==> src/rtl/windowed_mode_select_top_assert.svh <==
// windowed_mode_select_top_assert.svh
// Assertion helpers shared by the windowed mode select modules.
// Each macro expects clk and arst_n in scope.
`ifndef WINDOWED_MODE_SELECT_TOP_ASSERT_SVH
`define WINDOWED_MODE_SELECT_TOP_ASSERT_SVH

// Same-cycle implication, checked out of reset
`define WMS_ASSERT_NOW(label, ante, cons) \
	label: assert property (@(posedge clk) disable iff (!arst_n) (ante) |-> (cons)) \
		else $error("wms assertion failed");

// Next-cycle implication, checked out of reset
`define WMS_ASSERT_NEXT(label, ante, cons) \
	label: assert property (@(posedge clk) disable iff (!arst_n) (ante) |=> (cons)) \
		else $error("wms assertion failed");

`endif

==> src/rtl/wms_pkg.sv <==
// ----------------------------------------------------------------------------
// wms_pkg
// Shared constants, tie rule codes and controller/datapath interface types
// for the windowed mode select block.
// ----------------------------------------------------------------------------
package wms_pkg;

	// Default window depth
	localparam int MAX_WINDOW_DEF = 32;

	// Sample and tie rule widths
	localparam int VALUE_W = 32;
	localparam int TIE_W   = 3;

	// Tie rule codes; codes above TIE_NONE behave as TIE_NONE
	localparam logic [TIE_W-1:0] TIE_LOW    = 3'd0;
	localparam logic [TIE_W-1:0] TIE_HIGH   = 3'd1;
	localparam logic [TIE_W-1:0] TIE_FIRST  = 3'd2;
	localparam logic [TIE_W-1:0] TIE_RANDOM = 3'd3;
	localparam logic [TIE_W-1:0] TIE_NONE   = 3'd4;

	// Galois LFSR for random tie breaking
	localparam int               LFSR_W    = 16;
	localparam logic [LFSR_W-1:0] LFSR_SEED = 16'hACE1;
	localparam logic [LFSR_W-1:0] LFSR_TAPS = 16'hB400;

	// Commands from controller to datapath
	typedef struct packed {
		logic take;   // accept one sample word into the table
		logic scan;   // examine one table entry in the max search
		logic emit;   // load the result register and clear the window
	} wms_cmd_t;

	// Status from datapath to controller
	typedef struct packed {
		logic scan_last;  // current scan entry is the last one in use
	} wms_sts_t;

endpackage

==> src/rtl/wms_ctrl.sv <==
// ----------------------------------------------------------------------------
// wms_ctrl
// Window controller: accumulates samples, steps the max search over the
// table, and hands the result to the output register when it is free.
// ----------------------------------------------------------------------------
module wms_ctrl
	import wms_pkg::*;
(
	input  logic     clk,
	input  logic     arst_n,
	input  logic     in_valid,
	input  logic     last_sample,
	output logic     in_stall,
	output logic     out_valid,
	input  logic     out_stall,
	input  wms_sts_t sts,
	output wms_cmd_t cmd
);

`include "windowed_mode_select_top_assert.svh"

	typedef enum logic [1:0] {
		ST_ACCUM,
		ST_SCAN,
		ST_DONE
	} state_t;

	state_t state_q;
	logic   out_valid_q;
	logic   out_free;

	// Take sample words only while accumulating
	assign in_stall  = (state_q != ST_ACCUM);
	assign out_valid = out_valid_q;
	assign out_free  = !out_valid_q || !out_stall;

	// Decode commands
	always_comb begin
		cmd.take = 1'b0;
		cmd.scan = 1'b0;
		cmd.emit = 1'b0;
		unique case (state_q)
			ST_ACCUM: cmd.take = in_valid;
			ST_SCAN:  cmd.scan = 1'b1;
			ST_DONE:  cmd.emit = out_free;
			default:  cmd.take = 1'b0;
		endcase
	end

	// Advance state and hold the output valid flag
	always_ff @(posedge clk or negedge arst_n) begin
		if (!arst_n) begin
			state_q     <= ST_ACCUM;
			out_valid_q <= 1'b0;
		end else begin
			unique case (state_q)
				ST_ACCUM: begin
					if (in_valid && last_sample) state_q <= ST_SCAN;
				end
				ST_SCAN: begin
					if (sts.scan_last) state_q <= ST_DONE;
				end
				ST_DONE: begin
					if (out_free) state_q <= ST_ACCUM;
				end
				default: state_q <= ST_ACCUM;
			endcase
			if (cmd.emit) begin
				out_valid_q <= 1'b1;
			end else if (!out_stall) begin
				out_valid_q <= 1'b0;
			end
		end
	end

	`WMS_ASSERT_NEXT(a_scan_to_done, (state_q == ST_SCAN) && sts.scan_last, state_q == ST_DONE)
	`WMS_ASSERT_NEXT(a_emit_sets_valid, cmd.emit, out_valid_q)
	`WMS_ASSERT_NOW(a_cmd_exclusive, 1'b1, $onehot0({cmd.take, cmd.scan, cmd.emit}))

endmodule

==> src/rtl/wms_dp.sv <==
// ----------------------------------------------------------------------------
// wms_dp
// Datapath: distinct value table with per-entry counts, sequential max
// search with tie rules, LFSR, tie rule register and result register.
// ----------------------------------------------------------------------------
module wms_dp
	import wms_pkg::*;
#(
	parameter int MAX_WINDOW = MAX_WINDOW_DEF
) (
	input  logic                      clk,
	input  logic                      arst_n,
	input  wms_cmd_t                  cmd,
	output wms_sts_t                  sts,
	input  logic                      cfg_we,
	input  logic [TIE_W-1:0]          cfg_wdata,
	input  logic signed [VALUE_W-1:0] sample_value,
	output logic signed [VALUE_W-1:0] mode_value,
	output logic                      no_mode,
	output logic                      window_overflow
);

`include "windowed_mode_select_top_assert.svh"

	localparam int CNT_W  = $clog2(MAX_WINDOW + 1);
	localparam int IDX_W  = (MAX_WINDOW > 1) ? $clog2(MAX_WINDOW) : 1;
	localparam int PROD_W = LFSR_W + CNT_W;

	// Table storage
	logic signed [VALUE_W-1:0] vals_q [MAX_WINDOW];
	logic [CNT_W-1:0]          cnts_q [MAX_WINDOW];

	// Window control state
	logic [CNT_W-1:0]  used_q;
	logic [CNT_W-1:0]  items_q;
	logic              ovf_q;
	logic [IDX_W-1:0]  idx_q;
	logic [LFSR_W-1:0] lfsr_q;
	logic [TIE_W-1:0]  tie_mode_q;

	// Search registers
	logic signed [VALUE_W-1:0] best_val_q;
	logic [CNT_W-1:0]          best_cnt_q;
	logic [CNT_W-1:0]          ties_q;

	// Result register
	logic signed [VALUE_W-1:0] mode_value_q;
	logic                      no_mode_q;
	logic                      ovf_out_q;

	// Sample path
	logic [MAX_WINDOW-1:0] match;
	logic                  hit;
	logic                  full;
	logic                  take_new;

	// Scan path
	logic signed [VALUE_W-1:0] entry_val;
	logic [CNT_W-1:0]          entry_cnt;
	logic                      first;
	logic                      gt;
	logic                      eq;
	logic [CNT_W-1:0]          ties_inc;
	logic [LFSR_W-1:0]         lfsr_adv;
	logic [PROD_W-1:0]         prod;
	logic                      pick_rand;
	logic                      tie_none;

	// Compare the sample word against every entry in use
	always_comb begin
		for (int i = 0; i < MAX_WINDOW; i++) begin
			match[i] = (CNT_W'(i) < used_q) && (vals_q[i] == sample_value);
		end
	end

	assign hit      = |match;
	assign full     = (items_q == CNT_W'(MAX_WINDOW));
	assign take_new = cmd.take && !full && !hit;

	// Read the entry under the scan index
	assign entry_val = vals_q[idx_q];
	assign entry_cnt = cnts_q[idx_q];
	assign first     = (idx_q == '0);
	assign gt        = entry_cnt > best_cnt_q;
	assign eq        = entry_cnt == best_cnt_q;
	assign ties_inc  = ties_q + CNT_W'(1);
	assign lfsr_adv  = {1'b0, lfsr_q[LFSR_W-1:1]} ^ (lfsr_q[0] ? LFSR_TAPS : '0);
	assign prod      = PROD_W'(lfsr_adv) * PROD_W'(ties_inc);
	assign pick_rand = (prod[PROD_W-1:LFSR_W] == '0);
	assign tie_none  = (tie_mode_q >= TIE_NONE);

	assign sts.scan_last = ((CNT_W'(idx_q) + CNT_W'(1)) == used_q);

	// Update the table: bump a matching count or append a new entry
	always_ff @(posedge clk) begin
		for (int i = 0; i < MAX_WINDOW; i++) begin
			if (take_new && (CNT_W'(i) == used_q)) begin
				vals_q[i] <= sample_value;
				cnts_q[i] <= CNT_W'(1);
			end else if (cmd.take && !full && match[i]) begin
				cnts_q[i] <= cnts_q[i] + CNT_W'(1);
			end
		end
	end

	// Hold window counters, scan index, LFSR and tie rule
	always_ff @(posedge clk or negedge arst_n) begin
		if (!arst_n) begin
			used_q     <= '0;
			items_q    <= '0;
			ovf_q      <= 1'b0;
			idx_q      <= '0;
			lfsr_q     <= LFSR_SEED;
			tie_mode_q <= TIE_LOW;
		end else begin
			if (cfg_we) tie_mode_q <= cfg_wdata;
			if (cmd.take) begin
				if (full) begin
					ovf_q <= 1'b1;
				end else begin
					items_q <= items_q + CNT_W'(1);
					if (!hit) used_q <= used_q + CNT_W'(1);
				end
			end
			if (cmd.scan) begin
				idx_q <= idx_q + IDX_W'(1);
				if (!first && !gt && eq && (tie_mode_q == TIE_RANDOM)) lfsr_q <= lfsr_adv;
			end
			if (cmd.emit) begin
				used_q  <= '0;
				items_q <= '0;
				ovf_q   <= 1'b0;
				idx_q   <= '0;
			end
		end
	end

	// Step the max search by one entry
	always_ff @(posedge clk) begin
		if (cmd.scan) begin
			priority if (first || gt) begin
				best_val_q <= entry_val;
				best_cnt_q <= entry_cnt;
				ties_q     <= CNT_W'(1);
			end else if (eq) begin
				ties_q <= ties_inc;
				unique case (tie_mode_q)
					TIE_LOW:    if (entry_val < best_val_q) best_val_q <= entry_val;
					TIE_HIGH:   if (best_val_q < entry_val) best_val_q <= entry_val;
					TIE_RANDOM: if (pick_rand) best_val_q <= entry_val;
					default:    best_val_q <= best_val_q;
				endcase
			end else begin
				// lower count: hold the current pick
				ties_q <= ties_q;
			end
		end
	end

	// Load the result word
	always_ff @(posedge clk) begin
		if (cmd.emit) begin
			if (tie_none && (ties_q > CNT_W'(1))) begin
				mode_value_q <= '0;
				no_mode_q    <= 1'b1;
			end else begin
				mode_value_q <= best_val_q;
				no_mode_q    <= 1'b0;
			end
			ovf_out_q <= ovf_q;
		end
	end

	assign mode_value      = mode_value_q;
	assign no_mode         = no_mode_q;
	assign window_overflow = ovf_out_q;

	`WMS_ASSERT_NOW(a_scan_in_range, cmd.scan, CNT_W'(idx_q) < used_q)
	`WMS_ASSERT_NOW(a_table_bounds, 1'b1,
		(items_q <= CNT_W'(MAX_WINDOW)) && (used_q <= items_q))

endmodule

==> src/rtl/windowed_mode_select_top.sv <==
// ----------------------------------------------------------------------------
// windowed_mode_select_top
// Modal value of a window of signed samples with selectable tie rule.
// ----------------------------------------------------------------------------
// Usage:
//   Input channel (in_valid/in_stall) carries one sample word per cycle when
//   in_stall is low: sample_value and last_sample, which closes the window.
//   Up to MAX_WINDOW samples count; later ones drop and set window_overflow.
//   Output channel (out_valid/out_stall) carries one result word per window:
//   mode_value, no_mode, window_overflow.
//   Throughput: one sample per cycle while a window fills.
//   After the closing sample, the max search reads one table entry a cycle,
//   one per distinct value in the window, and in_stall stays high until the
//   result has been loaded into the output register.
//   The result sits in an output register, so the next window fills while it
//   waits; a stalled receiver only holds off the end of the following window.
//   tie_mode is written with cfg_we/cfg_wdata while the block is idle; the
//   user must keep to this, as the block does not enforce it. Reset clears
//   the window, sets tie_mode to 0 and seeds the LFSR, which carries over.
// ----------------------------------------------------------------------------
module windowed_mode_select_top
	import wms_pkg::*;
#(
	parameter int MAX_WINDOW = MAX_WINDOW_DEF
) (
	input  logic                      clk,
	input  logic                      arst_n,
	input  logic                      cfg_we,
	input  logic [TIE_W-1:0]          cfg_wdata,
	input  logic                      in_valid,
	output logic                      in_stall,
	input  logic signed [VALUE_W-1:0] sample_value,
	input  logic                      last_sample,
	output logic                      out_valid,
	input  logic                      out_stall,
	output logic signed [VALUE_W-1:0] mode_value,
	output logic                      no_mode,
	output logic                      window_overflow
);

	wms_cmd_t cmd;
	wms_sts_t sts;

	// Sequence the window
	wms_ctrl u_ctrl (
		.clk         (clk),
		.arst_n      (arst_n),
		.in_valid    (in_valid),
		.last_sample (last_sample),
		.in_stall    (in_stall),
		.out_valid   (out_valid),
		.out_stall   (out_stall),
		.sts         (sts),
		.cmd         (cmd)
	);

	// Count values and pick the mode
	wms_dp #(
		.MAX_WINDOW (MAX_WINDOW)
	) u_dp (
		.clk             (clk),
		.arst_n          (arst_n),
		.cmd             (cmd),
		.sts             (sts),
		.cfg_we          (cfg_we),
		.cfg_wdata       (cfg_wdata),
		.sample_value    (sample_value),
		.mode_value      (mode_value),
		.no_mode         (no_mode),
		.window_overflow (window_overflow)
	);

endmodule
==> config.mk <==
export PLATFORM = sky130hd
export DESIGN_NAME = windowed_mode_select_top
export DESIGN_NICKNAME = d
export VERILOG_FILES = /design/src/rtl/wms_pkg.sv /design/src/rtl/wms_ctrl.sv /design/src/rtl/wms_dp.sv /design/src/rtl/windowed_mode_select_top.sv
export VERILOG_INCLUDE_DIRS = /design/src /design/src/rtl
export SDC_FILE = /design/constraint.sdc
export NUM_CORES = 2
export LEC_CHECK = 0
export ABC_AREA = 0
export BUFFER_PORTS_ARGS = -buffer_cell sky130_fd_sc_hd__buf_2
export CAP_MARGIN = 20
export CORE_ASPECT_RATIO = 0.8
export CORE_UTILIZATION = 30
export CTS_BUF_LIST = sky130_fd_sc_hd__clkbuf_4 sky130_fd_sc_hd__clkbuf_8
export CTS_CLUSTER_DIAMETER = 50
export DETAILED_ROUTE_END_ITERATION = 12
export PLACE_DENSITY = 0.55
export SYNTH_ARGS = -nofsm -noshare
export SYNTH_HDL_FRONTEND = slang
export SYNTH_HIERARCHICAL = 1
export SYNTH_SLANG_ARGS = --single-unit
==> constraint.sdc <==
create_clock -name clk -period 6.5 [get_ports clk]
set_input_delay 0.325 -clock clk [delete_from_list [all_inputs] [get_ports clk]]
set_output_delay 0.325 -clock clk [all_outputs]
set_load 0.05 [all_outputs]
==> impl_metrics.yaml <==
drt:
  drtIter0Drc: 7810
  ant_nets: 0
  wl_per_cell_um: 34.1
  num_vias: 50100
  wl_um: 299000
  drc: 0
  first_pass_iters: 7
  via_per_inst: 5.71
worst_setup_path:
  r2r_start: "u_dp/idx_q[1]$_DFFE_PN0P_"
  slowest_stage: "dfrtp_4"
  crit_path_cell_trace: "buf_12 -> mux4_2 -> mux4_2 -> mux2i_1 -> ha_1 -> nor2b_1 -> o21ai_0 -> nand2b_1 -> a2111oi_0 -> a311oi_1 -> a41oi_1 -> mux2i_1 -> o211a_1 -> buf_4"
  crit_buf_inv: 2
  endpoint_kind: "register"
  worstRegToRegCells: 14
  ff2ff_setup_slack_ps: 630
  cpPeakStageDelay_ps: 920
  crit_family: "multiplexers"
  worstPathRequired_ps: 7120
  critPathKind: "reg -> reg"
  crit_fanout: 32
  cp-start-kind: "register"
  worstReg2RegEnd: "u_dp/best_val_q[9]$_DFFE_PP_"
  cp.arrival_ps: 6490
synthesis:
  syn_area_per_cell_um2: 14.4
  ys_seq_area_share_pct: 54.6
  syn_area_mm2: 0.0730
  synth_edf_count: 1294
  async_reset_ff_share_pct: 3.00
  yosys_warnings: 6
  syn_nets: 5289
  synth_top_flop_cell: "edfxtp_1"
  syn_inst: 5084
  ys_seq_elements: 1334
  ys_types: 82
placement:
  place.gp.congestion: 0.983
  dp_slack_ps: 617
  portBuffers: 76
  placed_area_mm2: 0.0782
  dp_cells: 8308
  hpwl_um: 227000
power_and_ir_drop:
  seq_power_share_pct: 36.2
  p_per_area_mw_per_mm2: 362
  sw_frac_of_total_pct: 39.0
  p_comb_share_pct: 38.0
  power_switching_uw: 11700
  total_power_uw: 30100
  power.share.clock_pct: 25.8
  p_int_uw: 18300
  ir_worst_vdd_mv: 0.208
  p_leak_uw: 0.0270
die:
  initial_utilization_pct: 30.3
  die_h_um: 443
  num_rows: 161
  dieArea_mm2: 0.245
  coreArea_mm2: 0.241
  ios: 77
  fp.dieW_um: 554
clock_tree:
  clk_latency_ps: 1040
  cts_root_buf: "clkbuf_8"
  numClockSinks: 1334
  cts_buffers: 232
  cts_resized: 0
  clk_pin_slew_ps: 70
  cts_buffer_depth: 4
  tritoncts: "built"
  htreeDepth: 4
timing:
  fmax_mhz: 170
  grt_setup_unrepaired: "no"
  finalSetupTns_ps: 0
  maxSlewViolCount: 0
  worstMarginPinSlew_ps: 1330
  period_needed_ps: 5870
  finalCritPeriodShare_pct: 90.3
  finalSetupViolCount: 0
  slew_headroom_pct: 10.2
  hold_violations: 0
  skew_ps: 113
  setup_ws_ps: 630
min_path:
  min_path_type: "in -> reg"
  hold_end: "u_dp/tie_mode_q[1]$_DFFE_PN0P_"
  min_path_cells: 3
  hold_start: "cfg_we"
finish:
  final_cells: 8780
  mostFrequentLayoutCell: "edfxtp_1"
  fin_nets: 5614
  final_cell_mix: "edfxtp_1 (1,294), xnor2_1 (609), xor2_1 (564)"
  fin_area_mm2: 0.0832
  drive_above_1_share_pct: 20.7
  areaGrowthSynthToFinish_pct: 13.9
grt:
  grtUsageTotal_pct: 23.9
  first_global_vias: 47600
  grt-ovfl-total: 0
  grt_first_pass_wirelength_um: 407000
  grt_max_degree: 75
  antenna_found_initial: 40
job:
  maxCapViolations: 0
outcome:
  outcome: "completed"
timing repair:
| action | in CTS | in global routing |
|---|---|---|
| endpoints found under the hold margin | 486 | 0 |
| setup buffers | 0 | 0 |
| hold buffers | 44 | 0 |
flip-flops by register name (all words and copies together), names as in the netlist, 2 cells and up:
name             flops
u_dp/best_val_q     32
u_dp/best_cnt_q      6
u_dp/cnts_q        192
u_dp/idx_q           5
u_dp/vals_q       1024
u_dp/items_q         6
u_dp/tie_mode_q      3
u_dp/lfsr_q         16
u_ctrl/state_q       2
u_dp/ties_q          6
u_dp/used_q          6
u_dp/mode_value     32
per-stage QoR:
stage	utilization [%]	hold slack, ps
after floorplan	-	29.4
after global placement	32.4	434
after detailed placement	32.4	455
after CTS	34.4	98.3
after global routing	34.4	173
final	34.5	184
tightest hold or removal path, stage by stage:
cell and delay [ps]:
buf_2 110, mux2_2 150, dlygate4sd3_1 540
cell usage after synthesis (all sizes together) (15+ instances only):
cell type  instances  area share, %
mux4             380             12
nor3              88           0.64
ha               108            1.9
o21ai             32           0.22
xnor2            609            7.3
fa                56            1.5
dfrtp             32            1.1
a21oi             36           0.25
a21o              15           0.15
inv              142           0.73
edfxtp          1294             53
nand4            252            2.2
nand4b            19           0.23
nand2b            22           0.19
xor2             564            6.8
nor4b             22           0.27
nand3            141           0.97
or4               25           0.26
and2              70           0.60
o31ai             17           0.17
clkbuf            83           0.43
nand2            136           0.70
nor2b             58           0.50
buf              187            2.0
mux2              23           0.35
mux2i             35           0.48
and3              61           0.52
nor4             233            2.0
nor2             241            1.2
power by group through the flow:
stage               logic [µW]  clock network [µW]  registers (µW)
floorplan                 6350                   0           10600
global placement         11100                   0           11000
detailed placement       11100                   0           11000
CTS                      11200                7890           10900
global route             11700                8240           10900
finish                   11400                7760           10900
layout make-up:
cell class	count	area, µm²
Antenna cell	11	27.5
Clock buffer	319	3890
Clock inverter	97	554
Fill cell	23500	158000
Inverter	142	533
Multi-Input combinational cell	3338	31100
Sequential cell	1334	39900
Tap cell	3178	3980
Timing Repair Buffer	361	3190
cells by family after synthesis:
family | Yosys count | share of synthesized area (%)
buffers and inverters | 412 | 3.19
multiplexers | 438 | 12.6
AO/OA/AOI/OAI | 136 | 1.25
AND/OR/NAND/NOR | 1427 | 10.9
adder cells (fa/ha/maj) | 164 | 3.39
flip-flops | 1334 | 54.6
XOR/XNOR | 1173 | 14.1
how the worst max path moves through the flow:
| stage | from | to | slack (ps) | cells after the start |
|---|---|---|---|---|
| after global routing | u_dp/ties_q[0]$_SDFFCE_PP1P_ | u_dp/best_val_q[17]$_DFFE_PP_ | 260 | 21 |
| after floorplan | u_dp/used_q[1]$_DFFE_PN0P_ | u_dp/vals_q[22][0]$_DFFE_PP_ | 40 | 15 |
| after CTS | u_dp/ties_q[0]$_SDFFCE_PP1P_ | u_dp/best_val_q[17]$_DFFE_PP_ | 620 | 21 |
| after global placement | u_dp/ties_q[0]$_SDFFCE_PP1P_ | u_dp/best_val_q[17]$_DFFE_PP_ | 590 | 21 |
| after detailed placement | u_dp/ties_q[0]$_SDFFCE_PP1P_ | u_dp/best_val_q[17]$_DFFE_PP_ | 620 | 21 |
| final | u_dp/idx_q[1]$_DFFE_PN0P_ | u_dp/best_val_q[9]$_DFFE_PP_ | 630 | 14 |
metal layers:
layer | GRT usage, % | part of all wire [%]
met4 | 7.10 | 3.3
met5 | 0 | 0.049
met1 | 35.2 | 44
met2 | 34.1 | 42
met3 | 6.08 | 11
No activity file was read; power rests on OpenSTA's default activity.
